$ cat src/sv/rsch_pkg.sv
// ----------------------------------------------------------------------------
// rsch_pkg: shared constants for the ray / sphere closest-hit block
// widths of the shared arithmetic units and of the stream payloads
// ----------------------------------------------------------------------------
package rsch_pkg;

  localparam int MAX_SPHERES_DEF = 16;

  // multiplier: signed 64 x 64 operands, 128-bit product
  localparam int MUL_W  = 64;
  localparam int PROD_W = 2 * MUL_W;

  // square root: 128-bit radicand, 64-bit root
  localparam int SQRT_IN_W  = PROD_W;
  localparam int SQRT_OUT_W = SQRT_IN_W / 2;

  // divider: 80-bit dividend, 64-bit divisor
  localparam int DIV_N_W = 80;
  localparam int DIV_D_W = 64;

  // stream payloads, padded to whole bytes
  localparam int S_TDATA_W = 336;
  localparam int M_TDATA_W = 216;

endpackage

$ cat src/sv/rsch_mul.sv
// ----------------------------------------------------------------------------
// rsch_mul: shared signed multiplier
// 64 x 64 signed product from four 32 x 32 partial products, one per cycle
// ----------------------------------------------------------------------------
module rsch_mul (
  input  logic                             clk,
  input  logic                             rst,
  input  logic                             start,
  input  logic signed [rsch_pkg::MUL_W-1:0]  a,
  input  logic signed [rsch_pkg::MUL_W-1:0]  b,
  output logic                             done,
  output logic        [rsch_pkg::PROD_W-1:0] p
);
  import rsch_pkg::*;

  localparam int HW = MUL_W / 2;

  logic              busy;
  logic [2:0]        cnt;
  logic [MUL_W-1:0]  ma;
  logic [MUL_W-1:0]  mb;
  logic              neg;
  logic [MUL_W-1:0]  pp;
  logic [1:0]        psh;
  logic [PROD_W-1:0] acc;
  logic [HW-1:0]     opa;
  logic [HW-1:0]     opb;
  logic [PROD_W-1:0] pp_ext;

  assign opa    = cnt[1] ? ma[MUL_W-1:HW] : ma[HW-1:0];
  assign opb    = cnt[0] ? mb[MUL_W-1:HW] : mb[HW-1:0];
  assign pp_ext = {{(PROD_W-MUL_W){1'b0}}, pp} << (HW * int'(psh));

  always_ff @(posedge clk) begin
    done <= 1'b0;
    if (rst) begin
      busy <= 1'b0;
      cnt  <= '0;
    end else if (start) begin
      busy <= 1'b1;
      cnt  <= '0;
      ma   <= a[MUL_W-1] ? MUL_W'(-a) : MUL_W'(a);
      mb   <= b[MUL_W-1] ? MUL_W'(-b) : MUL_W'(b);
      neg  <= a[MUL_W-1] ^ b[MUL_W-1];
      acc  <= '0;
    end else if (busy) begin
      cnt <= cnt + 3'd1;
      // partial product issue
      if (cnt <= 3'd3) begin
        pp  <= MUL_W'(opa) * MUL_W'(opb);
        psh <= 2'(cnt[1]) + 2'(cnt[0]);
      end
      // accumulate the previous partial product
      if (cnt >= 3'd1 && cnt <= 3'd4) begin
        acc <= acc + pp_ext;
      end
      if (cnt == 3'd5) begin
        p    <= neg ? PROD_W'(-acc) : acc;
        done <= 1'b1;
        busy <= 1'b0;
      end
    end
  end

endmodule

$ cat config.mk
export PLATFORM = sky130hd
export DESIGN_NAME = rsch_mul
export DESIGN_NICKNAME = d
export VERILOG_FILES = /design/src/sv/rsch_pkg.sv /design/src/sv/rsch_mul.sv
export SDC_FILE = /design/constraint.sdc
export NUM_CORES = 2
export LEC_CHECK = 0
export ABC_AREA = 0
export BUFFER_PORTS_ARGS = -buffer_cell sky130_fd_sc_hd__buf_2
export CORE_ASPECT_RATIO = 0.6
export CORE_MARGIN = 5
export CORE_UTILIZATION = 55
export CTS_CLUSTER_SIZE = 40
export DETAILED_ROUTE_END_ITERATION = 6
export PLACE_DENSITY = 0.7
export SLEW_MARGIN = 40
export SYNTH_ARGS = -nofsm -noshare
export SYNTH_HDL_FRONTEND = slang
export SYNTH_SLANG_ARGS = --single-unit
$ cat constraint.sdc
create_clock -name clk -period 9.9 [get_ports clk]
set_input_delay 1.98 -clock clk [delete_from_list [all_inputs] [get_ports clk]]
set_output_delay 1.98 -clock clk [all_outputs]
set_load 0.02 [all_outputs]
==> flow_summary.ini <==
[sta]
finalHoldViolCount = 0
slew_viol_final = 0
maxClockFrequency_ghz = 0.106
final.min_clock_period_ns = 9.43
tightest_slew_ns = 0.915
grt_setup_unrepaired = no
final-setup-viol-count = 0
slew-limit-headroom_pct = 37.3
min_period_over_period_pct = 95.2
timing.setup.tns_ns = 0
final.setup_skew_ns = 0.0164

[logic_synthesis]
synth-warning-count = 0
synth.avg_cell_area_sq_um = 9.31
ys.flop_type = edfxtp_1
synth_top_family_by_area = adder cells
synth_xor_area_share_pct = 5.86
synth_compound_area_share_pct = 10.5
async_reset_ff_share_pct = 0
post_synth_fa_ha_maj_area_fraction_pct = 36.7
synthMuxAreaShare_pct = 2.81
post_synth_inst_count = 6718
synth_cell_types = 78
syn-cell-area_sq_mm = 0.0625
synth_simple_gate_area_share_pct = 14.9
syn_nets = 8143
synth.ff_latch_count = 456
synth_seq_area_share_pct = 21.8
synth_enable_flop_cells = 451

[floorplanning]
die_width_um = 445
boundaryPins = 260
start_util_pct = 55.6
row_count = 95
die_area_sq_mm = 0.121
area_of_the_core_region_sq_mm = 0.112
floorplan.die.height_um = 271

[clock_tree]
clk-insertion-delay-late_ns = 0.65
root_buffer = clkbuf_16
tritoncts = built
cts_inserted_buffers = 48
number_of_hold_buffers_added_after_cts = 0
post_cts.resized_instances = 0
cts.sinks = 456
clkSlewWorstSetupHoldPaths_ns = 0.06
cts_buffer_depth = 3
cts_setup_buffers = 0
ctsHtreeMaxLevel = 2

[global_route]
number_of_antenna_violations_at_the_first_check_in_global_routing = 12
grt_use_total_pct = 38.0
grt_first_pass_wirelength_mm = 338
overflow = 0
via_count_of_the_first_global_routing_pass = 50488
grt_start_max_net_pins = 129

[final_layout]
finalNetCount = 8314
layout-area-overhead-vs-synth_pct = 8.61
drive_above_1_share_pct = 9.86

[flow_run]
max_cap_violation_count = 0

[placement]
numPortBuffers = 259
place.gp.congestion = 1.08
hpwl_detailed_mm = 193

[critical_path]
cp_slowest_stage_delay_ns = 0.85
timing_worst_setup_path_type = reg2reg
worst-path-max-fanout = 46
critical_path.top_delay_family = adder cells
cell_with_the_largest_stage_delay_on_the_worst_path = dfxtp_4
timing.critical_path.to_type = flip-flop
critPathMostFrequentCell = fa_1
cp.arrival_ns = 9.81
worstSetupStartpointType = flip-flop
crit_required_ns = 10.28
minimum_setup_slack_among_reg_to_reg_paths_ns = 0.47
cp_num_buf_inv = 5

[route]
drt_wl_total_mm = 233
post_drt_wl_per_cell_um = 27.6
vias_per_cell = 6.23
detail_route.drc_violations = 0
dr.pass1.iters = 6
dr_total_vias = 52583
drt_iter0_markers = 7021
final_antenna_net_count = 0

[worst_hold_path]
hold_path_class = reg2reg

[run_status]
status = finished, final reports clean
[metal layers]
| metal | wire length, um | part of all wire (%) | global-route usage [%] |
|---|---|---|---|
| met1 | 101000 | 43 | 59.0 |
| met2 | 80700 | 35 | 44.4 |
| met3 | 46300 | 20 | 22.2 |
| met4 | 5250 | 2.3 | 7.16 |
| met5 | 122 | 0.052 | 0.357 |
[through the flow]
step                utilization, %  area, sq um  instances  setup slack [ns]  hold WS, ns
floorplan                        -        62500       6718             0.961        0.481
global placement              58.9        66200       8341             0.761        0.524
detailed placement            58.9        66300       8341             0.693        0.529
CTS                           60.3        67800       8429             0.646        0.542
global route                  60.4        67900       8431             0.174        0.561
finish                        60.4        67900       8436             0.475        0.536
[layout make-up]
class | count | area (sq um)
Multi-Input combinational cell | 5032 | 44600
Fill cell | 9746 | 44500
Sequential cell | 456 | 13700
Inverter | 925 | 3470
Timing Repair Buffer | 426 | 2770
Tap cell | 1503 | 1880
Clock buffer | 60 | 1270
Clock inverter | 28 | 277
Antenna cell | 6 | 15.0
[cell usage after synthesis, types with 14 or more instances]
cell / number / area [sq um]
nor2b_1: 55 / 344
fa_1: 897 / 18000
mux2i_1: 97 / 971
or2_2: 27 / 169
and2_1: 53 / 332
a21boi_0: 15 / 113
o211ai_1: 14 / 105
a22o_1: 34 / 298
nor3_1: 77 / 385
clkbuf_1: 287 / 1080
o41ai_1: 35 / 307
nor4_1: 25 / 156
mux2_2: 70 / 788
nand2b_1: 36 / 225
a21o_1: 119 / 893
nor2_1: 912 / 3420
o21ai_0: 256 / 1280
o21a_1: 23 / 173
o21bai_1: 59 / 443
xor2_1: 71 / 622
inv_1: 925 / 3470
xnor2_1: 347 / 3040
or3_1: 53 / 332
nand2_1: 668 / 2510
a31oi_1: 35 / 219
o31ai_1: 75 / 563
buf_1: 16 / 60.1
or4_1: 37 / 278
nand4_1: 79 / 494
a211oi_1: 18 / 135
ha_1: 397 / 4970
nand3_1: 46 / 230
edfxtp_1: 451 / 13500
a21oi_1: 280 / 1400
and3_1: 20 / 125
[cell usage in the layout (no fill, tap or decap), types with 46 or more instances in the layout]
master       n
inv_1      925
o21bai_1    59
fa_1       897
nor2_1     909
o31ai_1     74
xnor2_1    347
buf_4      152
mux2_2      70
and2_1      53
mux2i_1     48
a21o_1     119
clkbuf_16   48
ha_1       397
xor2_1      71
nor3_1      75
o21ai_0    255
buf_2      256
nand3_1     46
nor2b_1     52
a21oi_1    280
nand4_1     79
or3_1       53
nand2_1    668
edfxtp_1   451
[final timing paths]
| kind | from | to | cells past startpoint |
|---|---|---|---|
| setup / recovery | cnt[0]$_SDFFE_PN0P_ | pp[60]$_DFFE_PP_ | 27 |
| hold / removal | acc[0]$_SDFFCE_PP0P_ | p[0]$_DFFE_PP_ | 0 |
| setup reg to reg | cnt[0]$_SDFFE_PN0P_ | pp[60]$_DFFE_PP_ | 27 |
| hold reg to reg | acc[0]$_SDFFCE_PP0P_ | p[0]$_DFFE_PP_ | 0 |
[cell families (layout without fill, tap and decap cells)]
group                    count (synthesis)  after routing
AO/OA/AOI/OAI                         1031           1031
XOR/XNOR                               418            418
adder cells (fa/ha/maj)               1294           1294
buffers and inverters                 1230           1439
flip-flops                             456            456
multiplexers                           167            167
other                                    0              6
AND/OR/NAND/NOR                       2122           2122
[state kept, by name, summed over array words and instances (netlist names)]
name	cells
acc	128
ma	64
cnt	3
done	1
p	128
mb	64
psh	2
neg	1
busy	1
pp	64
Power is not shown: default switching activity piles up to over one toggle a cycle in this logic, so the estimate is an artifact.
