$ cat src/sv/rsch_pkg.sv
// ----------------------------------------------------------------------------
// rsch_pkg: shared constants for the ray / sphere closest-hit block
// widths of the shared arithmetic units and of the stream payloads
// ----------------------------------------------------------------------------
package rsch_pkg;

  localparam int MAX_SPHERES_DEF = 16;

  // multiplier: signed 64 x 64 operands, 128-bit product
  localparam int MUL_W  = 64;
  localparam int PROD_W = 2 * MUL_W;

  // square root: 128-bit radicand, 64-bit root
  localparam int SQRT_IN_W  = PROD_W;
  localparam int SQRT_OUT_W = SQRT_IN_W / 2;

  // divider: 80-bit dividend, 64-bit divisor
  localparam int DIV_N_W = 80;
  localparam int DIV_D_W = 64;

  // stream payloads, padded to whole bytes
  localparam int S_TDATA_W = 336;
  localparam int M_TDATA_W = 216;

endpackage

$ cat src/sv/rsch_sqrt.sv
// ----------------------------------------------------------------------------
// rsch_sqrt: iterative integer square root
// restoring digit recurrence, one root bit per cycle, floor result
// ----------------------------------------------------------------------------
module rsch_sqrt (
  input  logic                                clk,
  input  logic                                rst,
  input  logic                                start,
  input  logic [rsch_pkg::SQRT_IN_W-1:0]      x,
  output logic                                done,
  output logic [rsch_pkg::SQRT_OUT_W-1:0]     root
);
  import rsch_pkg::*;

  localparam int CW = $clog2(SQRT_OUT_W);
  localparam int RW = SQRT_OUT_W + 2;

  logic                 busy;
  logic [CW-1:0]        cnt;
  logic [SQRT_IN_W-1:0] rad;
  logic [RW-1:0]        rem;
  logic [RW+1:0]        rem2;
  logic [RW+1:0]        trial;
  logic                 take;

  assign rem2  = {rem, rad[SQRT_IN_W-1 -: 2]};
  assign trial = {2'b00, root, 2'b01};
  assign take  = rem2 >= trial;

  always_ff @(posedge clk) begin
    done <= 1'b0;
    if (rst) begin
      busy <= 1'b0;
    end else if (start) begin
      busy <= 1'b1;
      cnt  <= '0;
      rad  <= x;
      rem  <= '0;
      root <= '0;
    end else if (busy) begin
      rad  <= rad << 2;
      rem  <= take ? RW'(rem2 - trial) : RW'(rem2);
      root <= {root[SQRT_OUT_W-2:0], take};
      cnt  <= cnt + 1'b1;
      if (cnt == CW'(SQRT_OUT_W - 1)) begin
        busy <= 1'b0;
        done <= 1'b1;
      end
    end
  end

endmodule

$ cat config.mk
export PLATFORM = sky130hd
export DESIGN_NAME = rsch_sqrt
export DESIGN_NICKNAME = d
export VERILOG_FILES = /design/src/sv/rsch_pkg.sv /design/src/sv/rsch_sqrt.sv
export SDC_FILE = /design/constraint.sdc
export NUM_CORES = 1
export LEC_CHECK = 0
export BUFFER_PORTS_ARGS = -buffer_cell sky130_fd_sc_hd__buf_4
export CAP_MARGIN = 20
export CORE_MARGIN = 1.5
export CORE_UTILIZATION = 40
export DETAILED_ROUTE_END_ITERATION = 7
export PLACE_DENSITY = 0.66
export SLEW_MARGIN = 10
export SYNTH_ARGS = -nofsm -noshare
export SYNTH_HDL_FRONTEND = slang
export SYNTH_SLANG_ARGS = --single-unit
$ cat constraint.sdc
create_clock -name clk -period 36.8 [get_ports clk]
set_input_delay 5.52 -clock clk [delete_from_list [all_inputs] [get_ports clk]]
set_output_delay 5.52 -clock clk [all_outputs]
set_load 0.05 [all_outputs]
==> results of run 1 <==
## cell families after synthesis
group / count (synthesis)
buf+inv: 157
compound gates: 310
xor+xnor: 59
fa+ha+maj: 67
flops: 266
simple gates: 387
mux: 128
## metrics by stage
step | utilization [%] | instance area [sq um] | total power, W
6_report | 48.6 | 17900 | 0.000896
3_3_place_gp | 46.0 | 16900 | 0.000606
3_5_place_dp | 46.0 | 16900 | 0.000608
2_1_floorplan | - | 15100 | 0.000556
4_1_cts | 48.6 | 17900 | 0.000905
5_1_grt | 48.6 | 17900 | 0.000942
## state kept, by name, summed over array words and instances, names as in the netlist
| register | cells |
|---|---|
| rem | 66 |
| root | 64 |
| done | 1 |
| cnt | 6 |
| busy | 1 |
| rad | 128 |
## where the power goes
group          leakage [nW]  switching [W]  internal (W)
clock                 0.467       0.000124      0.000170
sequential             2.57      0.0000107      0.000367
combinational          4.02       0.000136     0.0000894
total                  7.06       0.000270      0.000626
## worst register-to-register path: cells and delay by family, from the launching register on
kind | cells | cell delay [ns]
simple gates | 7 | 1.86
compound gates | 3 | 0.73
buf+inv | 2 | 0.55
fa+ha+maj | 1 | 0.44
flops | 1 | 0.35
## layout make-up
cell class,count,area [sq um]
Clock buffer,32,758
Clock inverter,20,201
Fill cell,3399,19000
Inverter,87,327
Tap cell,504,631
Multi-Input combinational cell,951,6490
Timing Repair Buffer,201,1530
Sequential cell,266,7970
## cell usage after synthesis (24+ instances only)
| master | instances | share of area (%) |
|---|---|---|
| a21o_1 | 27 | 1.3 |
| a21oi_1 | 135 | 4.5 |
| clkbuf_1 | 45 | 1.1 |
| edfxtp_1 | 264 | 53 |
| ha_1 | 67 | 5.6 |
| inv_1 | 87 | 2.2 |
| mux2_2 | 126 | 9.4 |
| nand2_1 | 156 | 3.9 |
| nand4_1 | 24 | 1.0 |
| nor2_1 | 113 | 2.8 |
| o21ai_0 | 52 | 1.7 |
| xnor2_1 | 32 | 1.9 |
| xor2_1 | 27 | 1.6 |
## routing by layer
layer	routed length, um	global-route usage, %	vias to the layer above
li1	-	-	5356
met3	3210	6.56	35
met4	537	3.45	0
met2	15700	28.2	300
met5	0	0	-
met1	15800	24.7	5083
## how the worst max path moves through the flow
stage                from       to  slack, ns  depth (start not counted)
floorplan           start   cnt[0]      18.74                          4
global placement    start  rad[29]      28.34                          4
finish              start  rad[10]      28.91                          4
global route        start  rad[40]      28.70                          4
CTS                 start  rad[37]      28.92                          4
detailed placement  start  rad[29]      28.30                          4
## layout by cell type, fill, tap and decap left out, drive strengths merged, types with 6 or more instances in the layout
master  netlist  routed
edfxtp      264     264
buf          24     201
nand2       156     156
a21oi       136     136
mux2        126     126
nor2        114     114
inv          87      87
ha           67      67
o21ai        53      53
xnor2        32      32
clkbuf       46      32
xor2         27      27
a21o         27      27
nand4        24      24
nor3         21      21
nand3        17      17
o21bai       16      16
a31oi        16      16
clkinv        0      15
nand3b       10      10
a211oi        9       9
o21a          8       8
and2          8       8
o211ai        7       7
nor3b         6       6
or2           6       6
==> results.md, run 1 <==
* DR WL/cell at 17.1 um
* Area grow syn2layout at 18.9%
* Hold Crit Class: register to register
* Hold Worst Slack at 0.543 ns
* Startpoint types: input port
* CTS tree: yes
* Hold Violations, Final at 0
* Clock root buffer: clkbuf_16
* Ant. Diodes at 0
* Worst Setup Slack, final at 28.91 ns
* Adder and majority gate portion of the synthesized area at ~5.6%
* Xor and xnor area share after synthesis at 3.43%
* Core ar. at 36,900 sq um
* Antenna viol nets, final at 0
* Post-Synth Simple-Gate Area at between 10% and 20%
* Status: complete, no violations
* TritonCTS Sinks at 266
* Post-synth top flop: edfxtp_1
* Global-route wire length before repair at 56,800 um
* Die X at 197 um
* Reg2Reg Setup Slack at 32.65 ns
* Slew Limit Fails at 0
* FF-to-FF Start: root[22]
* CP bufs+invs at 2
* Slew of the pin with the lowest slew margin at 1.07 ns
* Worst Setup End Kind: register
* Syn Std Cell Area at 15,100 sq um
* End of the worst register-to-register path: rem[61]
* Initial antenna violation count at 0
* Pre-Repair DR Iteration Count at 5
* Initial Util at 40.9%
* CTS Buf Count at 30
* Compound-Gate Fraction of Synth Area at between 10% and 20%
* Yosys reg bits at 266
* Cell count after synthesis at 1,374
* Non-Filler Instances at just over 2,000
* Final clock skew at 0.00847 ns
* Placed Cells at 2,009
* Vias at 10,800
* Fmax at 127 MHz
* Setup violations, final at 0
* Worst-path fanout max at 89
* FFs w/ async S/R, synth at 0%
* Cells along the critical path: buf_8 > nor2_1 > nor2_4 > buf_4
* Minimum clock period at 7.89 ns
* Layout cell share with drive strength beyond 1 at 25.0%
* Relative slew slack at 28.9%
* Mapped Nets at 1,572
* Worst Hold End: done
* CTS Hold Bufs at 0
* VDD IR-drop max at 0.0458 mV
* Yosys cell types at 66
* Number of global-route vias before repair at 10,600
* Critical path class: input port to register
* Critical-path top delay cell: buf_4
* MaxCap Viol Count at 0
* Largest family of logic cells by synthesized area: compound AO/OA/AOI/OAI gates
* Crit share post-route at ~21%
* Clock transition at path regs at 0.06 ns
* GP Congestion at 0.872
* Pre-CTS setup slack at 28.30 ns
* H-tree depth at 1
* EDFF count, synth at 264
* Power per standard cell area at 50.0 nW/um^2
* Unrepaired setup endpoints after global routing: no
* Hold depth at 1
* Register area share after synthesis at approximately 53%
* Critical path arrival at 8.08 ns
* Hpwl dp at 25,000 um
* DR vias/cell at 5.23
* Pin count of the biggest net entering global routing at 187
* Top delay family on crit path: buffers and inverters
* Mean area per synthesized cell at between 10 and 15 sq um
* Post_cts resized at 0
* GRT Util Overall at a little under a fifth
* Slowest stage delay, CP at 0.92 ns
* Reg2reg path depth at 13
* Initial drt markers at 768
* Routed WL at 35,200 um
* Leak Pwr at 7.06 nW
* I/O pins at 196
* Worst Hold Launch: busy
* Row count at 70
* Worst-skew pair later-pin latency at 0.57 ns
* CP required at roughly 37 ns
* Gr ovfl total at 0
* Die height at 197 um
* Post-CTS setup buffer count at 0
* Die area at 38,800 sq um
* IO Port Bufs at just under 200
* Setup TNS at 0 ns
* Ys Warns at 0
* Clock buffer depth at 3
* DRC violations left at 0
* Multiplexer share of the synthesized area at approximately a tenth
* Final net count at 1,735
(Power assumes the default switching activity.)
==> inputs of run 2 (changes only) <==
ABC_AREA = 1   (was unset)
PLACE_DENSITY = 0.67   (was 0.66)
clock period = 6.5 ns   (was 36.8 ns; I/O delays follow)
==> results.md, run 2 <==
* GRT Util Overall at 21.7% (was 18.2%)
* Final net count at 2,779 (was 1,735)
* Comb pwr share at 26.9% (was 25.1%)
* Power per standard cell area at 255 nW/um^2 (was 50.0 nW/um^2)
* Largest regs: rad: 128 flops, rem: 66 flops, root: 64 flops (unchanged)
* FF-to-FF Start: root[25] (was root[22])
* Worst path most repeated cell: nor2_1
* Psw at 0.00173 W (was 0.000270 W)
* Status: complete, no violations (unchanged)
* Top cell type's share of synthesized area at 45.9% (was 52.6%)
* Flop pwr share at 41.0% (was 42.1%)
* Slew of the pin with the lowest slew margin at 1.03 ns (was 1.07 ns)
* Top delay family on crit path: simple AND/OR/NAND/NOR gates (was buffers and inverters)
* Final clock skew at 0.0227 ns (was 0.00847 ns)
* IO Port Bufs at 195 (unchanged)
* Initial antenna violation count at 0 (unchanged)
* Die X at 211 um (was 197 um)
* Hold Worst Slack at 0.514 ns (was 0.543 ns)
* Area grow syn2layout at 17.1% (was 18.9%)
* Yosys reg bits at 266 (unchanged)
* Filler instances at 4,353 (was 3,399)
* Critical Path Stages at 15 (was 4)
* Die height at 211 um (was 197 um)
* Core ar. at 42,300 sq um (was 36,900 sq um)
* P_int at 0.00344 W (was 0.000626 W)
* Routed WL at 47,600 um (was 35,200 um)
* Hpwl dp at 36,500 um (was 25,000 um)
* Top-count cell post-synth: nand2_1 (was edfxtp_1)
* Yosys cell types at 41 (was 66)
* Reg2Reg Setup Slack at 2.62 ns (was 32.65 ns)
* Largest cells by area after synthesis: edfxtp_1 (46%), nand2_1 (23%), inv_1 (8.3%) (was edfxtp_1 (53%), mux2_2 (9.4%), ha_1 (5.6%))
* Worst Hold End: rad[9] (was done)
* Cell count after synthesis at 2,403 (was 1,374)
* DR vias/cell at 4.72 (was 5.23)
* Multiplexer share of the synthesized area at 0% (was 9.55%)
* Syn Std Cell Area at 17,300 sq um (was 15,100 sq um)
* Synth top cells by count: nand2_1 (1,072), inv_1 (382), nor2_1 (296) (was edfxtp_1 (264), nand2_1 (156), a21oi_1 (135))
* DR WL/cell at 15.0 um (was 17.1 um)
* Compound-Gate Fraction of Synth Area at 3.40% (was 12.9%)
* Mapped Nets at 2,601 (was 1,572)
* Critical path arrival at 4.21 ns (was 8.08 ns)
* Die area at 44,500 sq um (was 38,800 sq um)
* Max reg flops at 128 (unchanged)
* Commonest non-fill, non-tap cell in the layout: nand2_1 (was edfxtp_1)
* VDD IR-drop max at 0.200 mV (was 0.0458 mV)
* CP required at 6.84 ns (was 36.99 ns)
* Relative slew slack at 31.6% (was 28.9%)
* TritonCTS Sinks at 266 (unchanged)
* Startpoint types: register (was input port)
* Initial Util at 40.8% (was 40.9%)
* CP bufs+invs at 3 (was 2)
* Pin count of the biggest net entering global routing at 166 (was 187)
* Hold Crit Class: register to register (unchanged)
* Worst-path fanout max at 96 (was 89)
* Critical-path top delay cell: nand2_4 (was buf_4)
* Clock transition at path regs at 0.06 ns (about the same)
* MaxCap Viol Count at 0 (unchanged)
* Largest family of logic cells by synthesized area: simple AND/OR/NAND/NOR gates (was compound AO/OA/AOI/OAI gates)
* Post-Synth Simple-Gate Area at 33.9% (was 11.6%)
* End of the worst register-to-register path: rem[23] (was rem[61])
* Ant. Diodes at 0 (unchanged)
* FFs w/ async S/R, synth at 0% (unchanged)
* CTS Buf Count at 30 (unchanged)
* Global-route wire length before repair at 77,100 um (was 56,800 um)
* Clock root buffer: clkbuf_16 (unchanged)
* Hold depth at 2 (was 1)
* Gr ovfl total at 0 (unchanged)
* Cells along the critical path: inv_1 > ha_1 > nand2_2 > nor2_2 > inv_2 > nor3_2 > nand2_1 > nor2_1 > nand2_1 > nand3_2 > nand2_2 > nand2_4 > inv_2 > nor2_1 > nor2_1 (was buf_8 > nor2_1 > nor2_4 > buf_4)
* EDFF count, synth at 264 (unchanged)
* Placed Cells at 3,126 (was 2,009)
* Post_cts resized at 0 (unchanged)
* Leak Pwr at 10.5 nW (was 7.06 nW)
* Crit share post-route at 59.7%
* Critical path class: register to register (was input port to register)
* GP Congestion at 0.999 (was 0.872)
* Post-CTS setup buffer count at 0 (unchanged)
* CTS tree: yes (unchanged)
* Initial drt markers at 1,060 (was 768)
* Register area share after synthesis at 46.1% (was 52.9%)
* Row count at 75 (was 70)
* Hold Violations, Final at 0 (unchanged)
* DRC violations left at 0 (unchanged)
* Adder and majority gate portion of the synthesized area at 4.85% (was 5.56%)
* Worst Hold Launch: rad[7] (was busy)
* I/O pins at 196 (unchanged)
* Non-Filler Instances at 3,181 (was 2,061)
* Antenna viol nets, final at 0 (unchanged)
* Unrepaired setup endpoints after global routing: no (unchanged)
* Mean area per synthesized cell at 7.19 sq um (was 11.0 sq um)
* Setup violations, final at 0 (unchanged)
* Clock buffer depth at 3 (unchanged)
* Number of global-route vias before repair at 14,700 (was 10,600)
* Worst-skew pair later-pin latency at 0.60 ns (was 0.57 ns)
* Reg with most FFs: rad (unchanged)
* Fmax at approximately 260 MHz
* Pre-Repair DR Iteration Count at 5 (unchanged)
* Minimum clock period at 3.88 ns
* Xor and xnor area share after synthesis at 1.72% (was 3.43%)
* CTS Hold Bufs at 0 (unchanged)
* Slew Limit Fails at 0 (unchanged)
* H-tree depth at 1 (unchanged)
* Switching portion of total power at 33.4% (was 30.2%)
* Biggest area consumer among synthesized cells: edfxtp_1 (unchanged)
* Vias at 15,000 (was 10,800)
* Ys Warns at 0 (unchanged)
* Clock share of power at 32.1% (was 32.8%)
* Layout cell share with drive strength beyond 1 at 10.7% (was 25.0%)
* Worst Setup End Kind: register (unchanged)
* Slowest stage delay, CP at 0.72 ns (was 0.92 ns)
* Post-synth top flop: edfxtp_1 (unchanged)
* Most frequent cells in the layout: nand2_1 (1,072), inv_1 (382), nor2_1 (296), edfxtp_1 (264), buf_4 (200) (was edfxtp_1 (264), buf_4 (199), nand2_1 (156), a21oi_1 (135), mux2_2 (126))
* Reg2reg path depth at 15 (was 13)
* Setup TNS at 0 ns (unchanged)
run 2: changes by cell type in the layout (fill, tap and decap cells not counted), sizes merged, moves of 18 or more:
cell / change
nand3: +18
inv: +300
nor2: +191
nand2: +924
mux2: -126
a21o: -25
a21oi: -83
xnor2: -30
run 2: stage by stage:
stage	total power [W]	instance area (sq um)	util [%]	setup WS, ns
4_1_cts	0.00521	20200	47.8	2.57
3_3_place_gp	0.00353	19300	45.5	2.65
3_5_place_dp	0.00354	19300	45.5	2.58
6_report	0.00516	20200	47.8	2.62
5_1_grt	0.00546	20200	47.8	2.24
2_1_floorplan	0.00313	17300	-	0.00882
run 2: power groups by stage:
stage | Sequential [W] | Combinational (W) | Clock [W]
after floorplan | 0.00223 | 0.000901 | 0
after global placement | 0.00215 | 0.00138 | 0
after detailed placement | 0.00215 | 0.00139 | 0
after CTS | 0.00212 | 0.00139 | 0.00170
after global routing | 0.00213 | 0.00157 | 0.00176
final | 0.00212 | 0.00139 | 0.00166
run 2: final cells by class:
class	instances	area (sq um)	share of cell area, %
sequential	266	7970	39.4
clock inverter	22	194	0.959
multi-input combinational	1694	7590	37.5
timing repair buffer	202	1530	7.58
tap	577	722	3.57
clock buffer	33	762	3.77
inverter	387	1460	7.19
run 2: worst max path at each step:
stage	from	endpoint	slack, ns
final	root[25]	rem[23]	2.62
after global routing	root[25]	rem[16]	2.24
after CTS	root[25]	rem[29]	2.57
after detailed placement	root[25]	rem[29]	2.58
after global placement	root[22]	rem[18]	2.65
after floorplan	start	cnt[0]	0.009
run 2: metal layers:
layer,track usage (%),vias up,part of all wire (%)
met5,0,-,0
met4,4.46,0,2.0
met3,4.86,54,7.0
met2,35.6,409,45
met1,29.3,6817,46
li1,-,7724,-
run 2: logic make-up (layout without fill, tap and decap cells):
family,count (synthesis),in the layout
and+or+nand+nor,1483,1483
buffers and inverters,443,644
DFF,266,266
AOI/OAI and AO/OA,110,110
adders and majority gates,67,67
xor gates and xnor gates,34,34
run 2: worst reg2reg max path: stages (launching register included):
cell and delay, ns:
edfxtp_1 0.35, inv_1 0.07, ha_1 0.37, nand2_2 0.10, nor2_2 0.18, inv_2 0.05, nor3_2 0.34, nand2_1 0.14
nor2_1 0.10, nand2_1 0.10, nand3_2 0.09, nand2_2 0.07, nand2_4 0.72, inv_2 0.60, nor2_1 0.27, nor2_1 0.07
==> inputs of run 3 (changes only) <==
clock period = 3.4 ns   (was 6.5 ns; I/O delays follow)
==> results.md, run 3 (same netlist as run 2, synthesis figures left out) <==
* Status: complete, no violations (unchanged)
* Non-Filler Instances at 3,185 (was 3,181)
* Final clock skew at 0.0134 ns (was 0.0227 ns)
* DR WL/cell at 15.0 um (about the same)
* Most frequent cells in the layout: nand2_1 (1,072), inv_1 (382), nor2_1 (296), edfxtp_1 (264), buf_4 (200) (unchanged)
* Unrepaired setup endpoints after global routing: no (unchanged)
* Final net count at 2,783 (was 2,779)
* Sequential cell area at 7970 sq um (unchanged)
* VDD IR-drop max at 0.387 mV (was 0.200 mV)
* CTS Buf Count at 31 (was 30)
* End point of the critical path: rem[52] (was rem[23])
* Slew Limit Fails at 0 (unchanged)
* Gr ovfl total at 0 (unchanged)
* GP Congestion at 1.02 (was 0.999)
* Setup violations, final at 0 (unchanged)
* DRC violations left at 0 (unchanged)
* Antenna viol nets, final at 0 (unchanged)
* Largest regs: rad: 128 flops, rem: 66 flops, root: 64 flops (unchanged)
* Fmax at 335 MHz (was 258 MHz)
* Clock buffer depth at 3 (unchanged)
* Leak Pwr at 10.6 nW (was 10.5 nW)
* Critical path class: register to register (unchanged)
* Commonest non-fill, non-tap cell in the layout: nand2_1 (unchanged)
* Pre-Repair DR Iteration Count at 5 (unchanged)
* Hold Violations, Final at 0 (unchanged)
* Max reg flops at 128 (unchanged)
* Hpwl dp at 36,800 um (was 36,500 um)
* Filler instances at 4,284 (was 4,353)
* GRT Util Overall at 21.7% (about the same)
* Vias at 15,000 (about the same)
* Post-CTS setup buffer count at 0 (unchanged)
* I/O pins at 196 (unchanged)
* CTS Hold Bufs at 0 (unchanged)
* Startpoint types: register (unchanged)
* Placed Cells at 3,129 (was 3,126)
* Global-route wire length before repair at 77,100 um (about the same)
* Ant. Diodes at 0 (unchanged)
* Clock transition at path regs at 0.06 ns (about the same)
* Worst-skew pair later-pin latency at 0.57 ns (was 0.60 ns)
* Critical path arrival at 3.40 ns (was 4.21 ns)
* Routed WL at 47,700 um (was 47,600 um)
* Hold Crit Class: input port to register (was register to register)
* DP Area at 19,300 sq um (about the same)
* CP required at 3.81 ns (was 6.84 ns)
* Die area at 44,500 sq um (unchanged)
* Core ar. at 42,300 sq um (unchanged)
* Critical Path Source: root[63] (was root[25])
* Row count at 75 (unchanged)
* Reg2Reg Setup Slack at 0.41 ns (was 2.62 ns)
* Minimum clock period at 2.99 ns (was 3.88 ns)
* MaxCap Viol Count at 0 (unchanged)
* Initial antenna violation count at 0 (unchanged)
* IO Port Bufs at 195 (unchanged)
* Reg2reg path depth at 9 (was 15)
* Post_cts resized at 0 (unchanged)
* Die X at 211 um (unchanged)
* Pin count of the biggest net entering global routing at 126 (was 166)
* Worst-path fanout max at 36 (was 96)
* Initial Util at 40.8% (unchanged)
* Hold depth at 2 (unchanged)
* Power per standard cell area at 496 nW/um^2 (was 255 nW/um^2)
* H-tree depth at 1 (unchanged)
* Setup TNS at 0 ns (unchanged)
* Final Cell Area at 20,400 sq um (was 20,200 sq um)
* Relative slew slack at 36.5% (was 31.6%)
* Initial drt markers at 1,078 (was 1,060)
* CTS tree: yes (unchanged)
* Reg with most FFs: rad (unchanged)
* TritonCTS Sinks at 266 (unchanged)
* Slew of the pin with the lowest slew margin at 0.928 ns (was 1.03 ns)
* End of the worst register-to-register path: rem[52] (was rem[23])
* Crit share post-route at 87.8% (was 59.7%)
* Clock root buffer: clkbuf_16 (unchanged)
* Area grow syn2layout at 17.9% (was 17.1%)
* Die height at 211 um (unchanged)
* Number of global-route vias before repair at 14,700 (about the same)
* DR vias/cell at 4.71 (was 4.72)
* Area occupied by multi-input gates at 7590 sq um (unchanged)
* Layout cell share with drive strength beyond 1 at 10.7% (about the same)
* FF-to-FF Start: root[63] (was root[25])
* Worst Setup End Kind: register (unchanged)
-- run 3: changes by cell type in the layout (fill, tap and decap cells not counted), sizes merged --
| cell | change |
|---|---|
| clkinv | -5 |
| buf | +3 |
| bufinv | +3 |
| clkbuf | +1 |
| clkinvlp | +1 |
| inv | +1 |
-- run 3: worst min-delay path by stage --
stage                  from      end
floorplan              busy     done
global placement       busy     done
detailed placement  rad[12]  rad[14]
CTS                     rst     done
global route            rst     done
finish                  rst     done
-- run 3: layout make-up --
cell class | count | share of cell area, %
clock inverters | 22 | 1.20
repair buffers | 205 | 7.82
inverters | 387 | 7.19
clock buffers | 34 | 3.86
multi-input cells | 1694 | 37.3
well taps | 577 | 3.54
flip-flops and latches | 266 | 39.1
-- run 3: worst max-delay path, stage by stage (launching register included) --
cell and delay [ns]:
edfxtp_1 0.36, inv_1 0.05, ha_1 0.34, a2111oi_0 0.86
nand2_1 0.14, a21oi_2 0.23, nand2_4 0.10, inv_2 0.49
nor2_1 0.11, nor2_1 0.16
-- run 3: per-stage QoR --
| step | power (W) | setup WS [ns] | hold WS, ns | utilization (%) |
|---|---|---|---|---|
| finish | 0.0101 | 0.414 | 0.135 | 48.1 |
| global route | 0.0107 | 0.174 | 0.118 | 48.1 |
| floorplan | 0.00599 | -2.19 | 0.474 | - |
| detailed placement | 0.00678 | 0.479 | 0.495 | 45.7 |
| CTS | 0.0102 | 0.423 | 0.104 | 48.1 |
| global placement | 0.00675 | 0.497 | 0.487 | 45.7 |
-- run 3: layer usage --
metal  track usage (%)  up-vias  share of wire, %
met2              35.4      425                45
met5                 0        -                 0
li1                  -     7746                 -
met4              5.42        0               2.4
met1              30.5     6780                46
met3              3.03       64               6.2
-- run 3: report_power, final --
part / switching [W] / internal, W / leakage, nW
Combinational: 0.00182 / 0.000861 / 7.48
Clock: 0.00135 / 0.00204 / 0.494
Sequential: 0.000103 / 0.00394 / 2.58
